<file path="config.mk">
export PLATFORM = sky130hd
export DESIGN_NAME = date_difference_days
export DESIGN_NICKNAME = d
export VERILOG_FILES = /design/src/rtl/core/dd_pkg.sv /design/src/rtl/core/date_difference_days.sv /design/src/rtl/core/dd_conv.sv /design/src/rtl/core/dd_cmp.sv /design/src/rtl/core/dd_split.sv
export SDC_FILE = /design/constraint.sdc
export NUM_CORES = 2
export LEC_CHECK = 0
export BUFFER_PORTS_ARGS = -buffer_cell sky130_fd_sc_hd__buf_2
export CAP_MARGIN = 10
export CORE_MARGIN = 2
export CORE_UTILIZATION = 55
export CTS_CLUSTER_DIAMETER = 150
export DETAILED_ROUTE_END_ITERATION = 8
export MAX_ROUTING_LAYER = met4
export PLACE_DENSITY = 0.8
export SLEW_MARGIN = 5
export SYNTH_ARGS = -nofsm -noshare
export SYNTH_HDL_FRONTEND = slang
export SYNTH_SLANG_ARGS = --single-unit
</file>
<file path="constraint.sdc">
create_clock -name clk -period 7.62 [get_ports clk]
set_input_delay 0.762 -clock clk [delete_from_list [all_inputs] [get_ports clk]]
set_output_delay 0.762 -clock clk [all_outputs]
set_load 0.005 [all_outputs]
</file>
<file path="src/rtl/core/dd_pkg.sv">
// ----------------------------------------------------------------------------
// dd_pkg: shared types and constants for the date difference pipeline
// Calendar tables, reciprocal constants and the result status code.
// ----------------------------------------------------------------------------
package dd_pkg;

  typedef enum logic [1:0] {
    ST_OK         = 2'd0,
    ST_FIRST_BAD  = 2'd1,
    ST_SECOND_BAD = 2'd2,
    ST_ORDER      = 2'd3
  } dd_status_t;

  // Converted date: validity flag and absolute day number
  typedef struct packed {
    logic        ok;
    logic [22:0] num;
  } dd_daynum_t;

  localparam int PIPE_DEPTH = 8;

  localparam logic [8:0]  DAYS_YEAR   = 9'd365;
  localparam logic [4:0]  DAYS_MONTH  = 5'd30;
  localparam logic [4:0]  FEB_LEAP    = 5'd29;
  localparam logic [6:0]  CENTURY     = 7'd100;

  // floor(x/25) for x < 4096: (x * Q25_MUL) >> Q25_SHIFT
  localparam logic [12:0] Q25_MUL     = 13'd5243;
  localparam int          Q25_SHIFT   = 17;

  // floor(2^31/365): estimate is the quotient or one below it
  localparam logic [22:0] Q365_MUL    = 23'd5883516;
  localparam int          Q365_SHIFT  = 31;

  // floor(r/30) for r < 365: (r * Q30_MUL) >> Q30_SHIFT
  localparam logic [9:0]  Q30_MUL     = 10'd547;
  localparam int          Q30_SHIFT   = 14;

  localparam logic [3:0]  MONTH_JAN   = 4'd1;
  localparam logic [3:0]  MONTH_FEB   = 4'd2;
  localparam logic [3:0]  MONTH_DEC   = 4'd12;

  function automatic logic [4:0] month_len(input logic [3:0] m);
    logic [4:0] len;
    case (m)
      4'd1:    len = 5'd31;
      4'd2:    len = 5'd28;
      4'd3:    len = 5'd31;
      4'd4:    len = 5'd30;
      4'd5:    len = 5'd31;
      4'd6:    len = 5'd30;
      4'd7:    len = 5'd31;
      4'd8:    len = 5'd31;
      4'd9:    len = 5'd30;
      4'd10:   len = 5'd31;
      4'd11:   len = 5'd30;
      4'd12:   len = 5'd31;
      default: len = 5'd0;
    endcase
    return len;
  endfunction

  // Days in the months before month m
  function automatic logic [8:0] month_prefix(input logic [3:0] m);
    logic [8:0] pre;
    case (m)
      4'd1:    pre = 9'd0;
      4'd2:    pre = 9'd31;
      4'd3:    pre = 9'd59;
      4'd4:    pre = 9'd90;
      4'd5:    pre = 9'd120;
      4'd6:    pre = 9'd151;
      4'd7:    pre = 9'd181;
      4'd8:    pre = 9'd212;
      4'd9:    pre = 9'd243;
      4'd10:   pre = 9'd273;
      4'd11:   pre = 9'd304;
      4'd12:   pre = 9'd334;
      default: pre = 9'd0;
    endcase
    return pre;
  endfunction

endpackage

</file>
<file path="src/rtl/core/date_difference_days.sv">
// ----------------------------------------------------------------------------
// date_difference_days: Gregorian date difference in days
// Checks two dates, converts each to a day number and returns the difference
// with a rough years / months / days split.
// ----------------------------------------------------------------------------
// Usage:
//   Input: drive the six in_ date fields and pulse start; a word is taken at
//   every clock edge with start high and busy low. busy is never raised, so
//   one date pair can be given in every cycle.
//   Output: out_valid is high for exactly one cycle with the result word on
//   the out_ ports; the receiver must take it then.
//   Pipeline: three stages of date conversion, one compare, four of the
//   years / months / days split. Throughput: one word per cycle.
//   Reset: rst_n low at a clock edge clears every in-flight valid bit; the
//   data path registers are not reset, but no word emerges from before reset.
//   Stalls: the receiver has no way to hold results off; the pipeline never
//   stops.
//   Status not ok: every count on the out_ ports is zero.
// ----------------------------------------------------------------------------
module date_difference_days (
  input  logic               clk,
  input  logic               rst_n,
  input  logic               start,
  output logic               busy,
  input  logic [4:0]         in_first_day,
  input  logic [3:0]         in_first_month,
  input  logic [13:0]        in_first_year,
  input  logic [4:0]         in_second_day,
  input  logic [3:0]         in_second_month,
  input  logic [13:0]        in_second_year,
  output logic               out_valid,
  output logic [1:0]         out_status,
  output logic [21:0]        out_total_days,
  output logic [13:0]        out_span_years,
  output logic [3:0]         out_span_months,
  output logic [4:0]         out_span_days
);
  import dd_pkg::*;

  logic [PIPE_DEPTH-1:0] vld_r;
  logic [PIPE_DEPTH-1:0] vld_nxt;

  dd_daynum_t  first_num;
  dd_daynum_t  second_num;
  dd_status_t  cmp_status;
  logic [22:0] cmp_diff;
  dd_status_t  sp_status;
  logic [22:0] sp_total;
  logic [14:0] sp_years;

  assign busy    = 1'b0;
  assign vld_nxt = {vld_r[PIPE_DEPTH-2:0], start & ~busy};

  always_ff @(posedge clk) begin
    if (!rst_n) begin
      vld_r <= '0;
    end else begin
      vld_r <= vld_nxt;
    end
  end

  dd_conv u_conv_first (
    .clk   (clk),
    .day   (in_first_day),
    .month (in_first_month),
    .year  (in_first_year),
    .dnum  (first_num)
  );

  dd_conv u_conv_second (
    .clk   (clk),
    .day   (in_second_day),
    .month (in_second_month),
    .year  (in_second_year),
    .dnum  (second_num)
  );

  dd_cmp u_cmp (
    .clk    (clk),
    .first  (first_num),
    .second (second_num),
    .status (cmp_status),
    .diff   (cmp_diff)
  );

  dd_split u_split (
    .clk       (clk),
    .status_in (cmp_status),
    .total_in  (cmp_diff),
    .status    (sp_status),
    .total     (sp_total),
    .years     (sp_years),
    .months    (out_span_months),
    .days      (out_span_days)
  );

  assign out_valid      = vld_r[PIPE_DEPTH-1];
  assign out_status     = sp_status;
  assign out_total_days = sp_total[21:0];
  assign out_span_years = sp_years[13:0];

endmodule

</file>
<file path="src/rtl/core/dd_conv.sv">
// ----------------------------------------------------------------------------
// dd_conv: date check and day number conversion
// Three register stages: divide and table look-up, leap and validity check,
// final day number sum.
// ----------------------------------------------------------------------------
module dd_conv (
  input  logic              clk,
  input  logic [4:0]        day,
  input  logic [3:0]        month,
  input  logic [13:0]       year,
  output dd_pkg::dd_daynum_t dnum
);
  import dd_pkg::*;

  // stage 1
  logic [13:0] lc;
  logic [24:0] qy_p;
  logic [24:0] qlc_p;
  logic [22:0] y365;
  logic        ok_nxt;

  logic [13:0] year_r;
  logic [7:0]  qy_r;
  logic [7:0]  qlc_r;
  logic [11:0] lcq4_r;
  logic [22:0] y365_r;
  logic [8:0]  pre_r;
  logic [4:0]  day_r;
  logic [4:0]  mlen_r;
  logic        feb_r;
  logic        ok_r;

  // stage 2
  logic [13:0] c100;
  logic        rem0;
  logic        leap;
  logic [4:0]  lim;
  logic        vd2_nxt;
  logic [22:0] a_nxt;
  logic [11:0] b_nxt;

  logic        vd2_r;
  logic [22:0] a_r;
  logic [11:0] b_r;

  // stage 3
  dd_daynum_t  dnum_nxt;
  dd_daynum_t  dnum_r;

  assign lc     = (month <= MONTH_FEB && year != 14'd0) ? year - 14'd1 : year;
  assign qy_p   = {13'd0, year[13:2]} * {12'd0, Q25_MUL};
  assign qlc_p  = {13'd0, lc[13:2]} * {12'd0, Q25_MUL};
  assign y365   = {9'd0, year} * {14'd0, DAYS_YEAR};
  assign ok_nxt = (month >= MONTH_JAN) && (month <= MONTH_DEC) &&
                  (year != 14'd0) && (day != 5'd0);

  always_ff @(posedge clk) begin
    year_r <= year;
    qy_r   <= qy_p[Q25_SHIFT +: 8];
    qlc_r  <= qlc_p[Q25_SHIFT +: 8];
    lcq4_r <= lc[13:2];
    y365_r <= y365;
    pre_r  <= month_prefix(month);
    day_r  <= day;
    mlen_r <= month_len(month);
    feb_r  <= (month == MONTH_FEB);
    ok_r   <= ok_nxt;
  end

  assign c100    = {6'd0, qy_r} * {7'd0, CENTURY};
  assign rem0    = (year_r == c100);
  assign leap    = ((year_r[1:0] == 2'd0) && !rem0) || (rem0 && (qy_r[1:0] == 2'd0));
  assign lim     = (feb_r && leap) ? FEB_LEAP : mlen_r;
  assign vd2_nxt = ok_r && (day_r <= lim);
  assign a_nxt   = y365_r + {14'd0, pre_r} + {18'd0, day_r};
  assign b_nxt   = lcq4_r - {4'd0, qlc_r} + {6'd0, qlc_r[7:2]};

  always_ff @(posedge clk) begin
    vd2_r <= vd2_nxt;
    a_r   <= a_nxt;
    b_r   <= b_nxt;
  end

  always_comb begin
    dnum_nxt.ok  = vd2_r;
    dnum_nxt.num = a_r + {11'd0, b_r};
  end

  always_ff @(posedge clk) begin
    dnum_r <= dnum_nxt;
  end

  assign dnum = dnum_r;

endmodule

</file>
<file path="src/rtl/core/dd_cmp.sv">
// ----------------------------------------------------------------------------
// dd_cmp: status decision and day number subtraction
// One register stage; the difference is zero unless both dates are valid
// and in order.
// ----------------------------------------------------------------------------
module dd_cmp (
  input  logic               clk,
  input  dd_pkg::dd_daynum_t first,
  input  dd_pkg::dd_daynum_t second,
  output dd_pkg::dd_status_t status,
  output logic [22:0]        diff
);
  import dd_pkg::*;

  dd_status_t  status_nxt;
  dd_status_t  status_r;
  logic [22:0] diff_nxt;
  logic [22:0] diff_r;

  always_comb begin
    if (!first.ok) begin
      status_nxt = ST_FIRST_BAD;
    end else if (!second.ok) begin
      status_nxt = ST_SECOND_BAD;
    end else if (first.num > second.num) begin
      status_nxt = ST_ORDER;
    end else begin
      status_nxt = ST_OK;
    end
    diff_nxt = (status_nxt == ST_OK) ? second.num - first.num : 23'd0;
  end

  always_ff @(posedge clk) begin
    status_r <= status_nxt;
    diff_r   <= diff_nxt;
  end

  assign status = status_r;
  assign diff   = diff_r;

endmodule

</file>
<file path="src/rtl/core/dd_split.sv">
// ----------------------------------------------------------------------------
// dd_split: years / months / days split of a day count
// Four register stages: reciprocal estimate, remainder, correction with
// month quotient, day remainder.
// ----------------------------------------------------------------------------
module dd_split (
  input  logic               clk,
  input  dd_pkg::dd_status_t status_in,
  input  logic [22:0]        total_in,
  output dd_pkg::dd_status_t status,
  output logic [22:0]        total,
  output logic [14:0]        years,
  output logic [3:0]         months,
  output logic [4:0]         days
);
  import dd_pkg::*;

  // stage 5: quotient estimate
  logic [45:0] p365;
  dd_status_t  st5_r;
  logic [22:0] t5_r;
  logic [14:0] q5_r;

  // stage 6: remainder
  logic [22:0] r6_full;
  dd_status_t  st6_r;
  logic [22:0] t6_r;
  logic [14:0] q6_r;
  logic [9:0]  r6_r;

  // stage 7: correction and month quotient
  logic        ge;
  logic [8:0]  r7;
  logic [18:0] p30;
  dd_status_t  st7_r;
  logic [22:0] t7_r;
  logic [14:0] q7_r;
  logic [8:0]  r7_r;
  logic [3:0]  m7_r;

  // stage 8: day remainder
  logic [8:0]  d8_full;
  dd_status_t  st8_r;
  logic [22:0] t8_r;
  logic [14:0] q8_r;
  logic [3:0]  m8_r;
  logic [4:0]  d8_r;

  assign p365 = {23'd0, total_in} * {23'd0, Q365_MUL};

  always_ff @(posedge clk) begin
    st5_r <= status_in;
    t5_r  <= total_in;
    q5_r  <= p365[Q365_SHIFT +: 15];
  end

  assign r6_full = t5_r - ({8'd0, q5_r} * {14'd0, DAYS_YEAR});

  always_ff @(posedge clk) begin
    st6_r <= st5_r;
    t6_r  <= t5_r;
    q6_r  <= q5_r;
    r6_r  <= r6_full[9:0];
  end

  assign ge  = (r6_r >= {1'b0, DAYS_YEAR});
  assign r7  = ge ? 9'(r6_r - {1'b0, DAYS_YEAR}) : r6_r[8:0];
  assign p30 = {10'd0, r7} * {9'd0, Q30_MUL};

  always_ff @(posedge clk) begin
    st7_r <= st6_r;
    t7_r  <= t6_r;
    q7_r  <= q6_r + {14'd0, ge};
    r7_r  <= r7;
    m7_r  <= p30[Q30_SHIFT +: 4];
  end

  assign d8_full = r7_r - ({5'd0, m7_r} * {4'd0, DAYS_MONTH});

  always_ff @(posedge clk) begin
    st8_r <= st7_r;
    t8_r  <= t7_r;
    q8_r  <= q7_r;
    m8_r  <= m7_r;
    d8_r  <= d8_full[4:0];
  end

  assign status = st8_r;
  assign total  = t8_r;
  assign years  = q8_r;
  assign months = m8_r;
  assign days   = d8_r;

endmodule

</file>
==> qor.json <==
{
  "postCtsHoldBufs": 0,
  "routed-via-count": 28200,
  "clkSinkCount": 497,
  "timing.max_cap.violations": 0,
  "fmax_ghz": 0.140,
  "post_synth_num_cell_types": 79,
  "drtPass1Iterations": 5,
  "globalRouteOverflowTotal": 0,
  "grt_pass1_vias": 30700,
  "die_area_sq_mm": 0.0817,
  "growth_of_design_area_from_synthesis_to_finish_pct": 8.91,
  "min_path_type": "in2reg",
  "finalCriticalPeriod_ps": 7150,
  "final-seq-area_sq_mm": 0.00995,
  "rsz0062_at_grt": "false",
  "route.detailed.wl_per_inst_microns": 15.6,
  "critical_path.startpoint_type": "input port",
  "number_of_hold_violations_in_the_final_report": 0,
  "cts_setup_buffers": 0,
  "netlist_instances": 4212,
  "cts-root-buf": "clkbuf_16",
  "drt.antenna.violating_nets": 0,
  "synthArstFlopShare_pct": 0,
  "seq_area_frac_synth_pct": 22.8,
  "dp_cells": 5393,
  "clock_insertion_delay_worst_skew_ps": 620,
  "synth.yosys.warnings": 0,
  "critical_path_class": "in2reg",
  "critical_path.endpoint_type": "flop",
  "tritoncts": "done",
  "tritoncts.num_buffers": 52,
  "whs_path_depth": 1,
  "synth_most_common_cell": "inv_1",
  "arrival_ps": 7650,
  "timing.max_slew.rel_slack_pct": 40.7,
  "totalWireLength_microns": 85500,
  "result_of_the_run": "finished, final reports clean",
  "synth_area_leader_cell": "ha_1",
  "cts-htree-levels": 2,
  "drt_drc_violations_left": 0,
  "post_cts.resized_instances": 0,
  "worstReg2RegStart": "u_cmp.diff[9]",
  "synth_area_leaders": "ha_1, fa_1, dfxtp_1",
  "final_net_count": 5859,
  "die_x_microns": 286,
  "io-pin-count": 98,
  "number_of_antenna_violations_at_the_first_check_in_global_routing": 1,
  "gpl.final_weighted_congestion": 0.945,
  "number_of_enable_flip_flop_cells_after_synthesis": 0,
  "setup_viol": 0,
  "max_clock_skew_ps": 42.6,
  "fin_cells": 5492,
  "synthesis.area_per_instance_sq_um": 10.4,
  "ff2ff_setup_slack_ps": 870,
  "drt_iter0_markers": 1148,
  "holdPathEnd": "u_conv_second.day_r[3]",
  "slew_violations": 0,
  "proportion_of_layout_cells_with_a_drive_suffix_above_1_pct": 5.97,
  "start_util_pct": 55.5,
  "rr_endpoint": "u_split.q5_r[13]",
  "clk_pin_slew_worst_paths_ps": 60,
  "postSynthNetCount": 5674,
  "dp.final_hpwl_microns": 72500,
  "synth_top_cells_by_count": "inv_1, ha_1, fa_1, dfxtp_1, xnor2_1",
  "total_of_flip_flops_plus_latches_after_synthesis": 497,
  "worst_slew_pin_slew_ps": 883,
  "ctsLongestPathBuffers": 3,
  "count_of_buffers_from_port_buffering": 96,
  "fillerInstances": 6308,
  "critPathMaxFanout": 7,
  "gr-usage-all-layers_pct": 22.8,
  "post_synth_instance_area_sq_mm": 0.0437,
  "worstPathRequired_ps": 8130,
  "final.period_utilization_pct": 93.8,
  "grt_start_max_net_pins": 24,
  "synth-main-ff-cell": "dfxtp_1",
  "timing.hold.worst.start": "in_second_day[3]",
  "routed_via_density": 5.13,
  "std_cell_rows": 103,
  "reg2reg_depth": 19,
  "multi_input_comb_area_sq_mm": 0.0301,
  "core_region_area_sq_mm": 0.0787,
  "wire_length_of_the_first_global_routing_pass_microns": 147000,
  "floorplan.die.height_microns": 286,
  "synth_top_area_share_pct": 25.7
}
-- cells in the final DEF, fill, tap and decap left out, types with 73 or more instances in the layout --
master   instances
fa_1           516
inv_1          961
dfxtp_1        497
nand2_1        104
o21ai_0         82
ha_1           897
a21oi_1        127
buf_2           96
nor2_1         162
xnor2_1        218
xor2_1          73
-- registers in the layout, indices dropped and copies added (netlist names), 10 cells and up --
name,cells
u_conv_first.dnum,24
u_conv_second.dnum,24
u_cmp.diff,23
u_conv_first.a_r,23
u_conv_second.a_r,23
u_split.t5_r,22
u_split.t6_r,22
u_split.t7_r,22
u_split.total,22
u_conv_first.y365_r,21
u_conv_second.y365_r,21
u_conv_first.year_r,14
u_conv_second.year_r,14
u_split.q5_r,14
u_split.q6_r,14
u_split.q7_r,14
u_split.years,14
u_conv_first.b_r,12
u_conv_first.lcq4_r,12
u_conv_second.b_r,12
u_conv_second.lcq4_r,12
u_split.r6_r,10
-- final cells by class --
type | count | area share, %
inverters | 962 | 7.59
diodes | 1 | 0.00526
clock buffers | 71 | 3.12
clock inverters | 27 | 0.658
repair buffers | 141 | 1.72
flip-flops and latches | 497 | 20.9
multi-input cells | 2743 | 63.2
well taps | 1050 | 2.76
-- worst max-delay path by stage --
stage                 startpoint                endpoint  depth (start not counted)
2_1_floorplan  in_first_year[12]   u_conv_first.qlc_r[7]                         25
6_report       in_second_year[5]  u_conv_second.qlc_r[7]                         24
5_1_grt        in_second_year[3]  u_conv_second.qlc_r[7]                         28
3_3_place_gp   in_second_year[5]  u_conv_second.qlc_r[7]                         24
3_5_place_dp   in_second_year[5]  u_conv_second.qlc_r[7]                         24
4_1_cts        in_second_year[5]  u_conv_second.qlc_r[7]                         24
-- per-stage QoR --
step	util [%]	instance area [sq um]	setup slack [ps]	hold slack (ps)	setup TNS, ps
after global placement	58.1	45800	131	310	0
after detailed placement	58.1	45800	-65.7	312	-65.7
after floorplan	-	43700	983	310	0
after global routing	60.4	47600	137	229	0
after CTS	60.4	47600	552	214	0
final	60.4	47600	475	253	0
-- worst max-delay path, stage by stage --
cell and delay [ps]:
buf_2 110, nor4_1 300, nand2_1 140, or4_1 570
o211ai_1 250, buf_4 230, nor2_1 60, xnor2_1 630
fa_1 590, fa_1 490, ha_1 300, inv_1 70
fa_1 430, fa_1 490, inv_1 50, ha_1 190
or4_1 540, nand4_1 110, a31oi_1 150, o211ai_1 230
a21oi_1 150, o41ai_1 520, o21bai_1 150, xnor2_1 150
-- cells by family (layout without fill, tap and decap cells) --
group,Yosys count,count (layout),share of synthesized area [%]
other cells,1,2,0.00859
compound gates,454,454,6.72
xor+xnor,293,293,5.91
simple gates,570,570,6.56
fa+ha+maj,1413,1413,49.3
flops,497,497,22.8
mux,12,12,0.312
buf+inv,972,1201,8.36
-- per-layer routing --
metal	part of all wire, %	GRT usage [%]	vias up
met4	3.1	6.92	0
li1	-	-	13900
met5	0	-	-
met3	3.4	2.85	160
met2	52	41.0	468
met1	42	26.4	13600
Power is left out: the tool's default activity adds up to more than one toggle a clock period on the data nets, which glitch-free logic cannot reach.
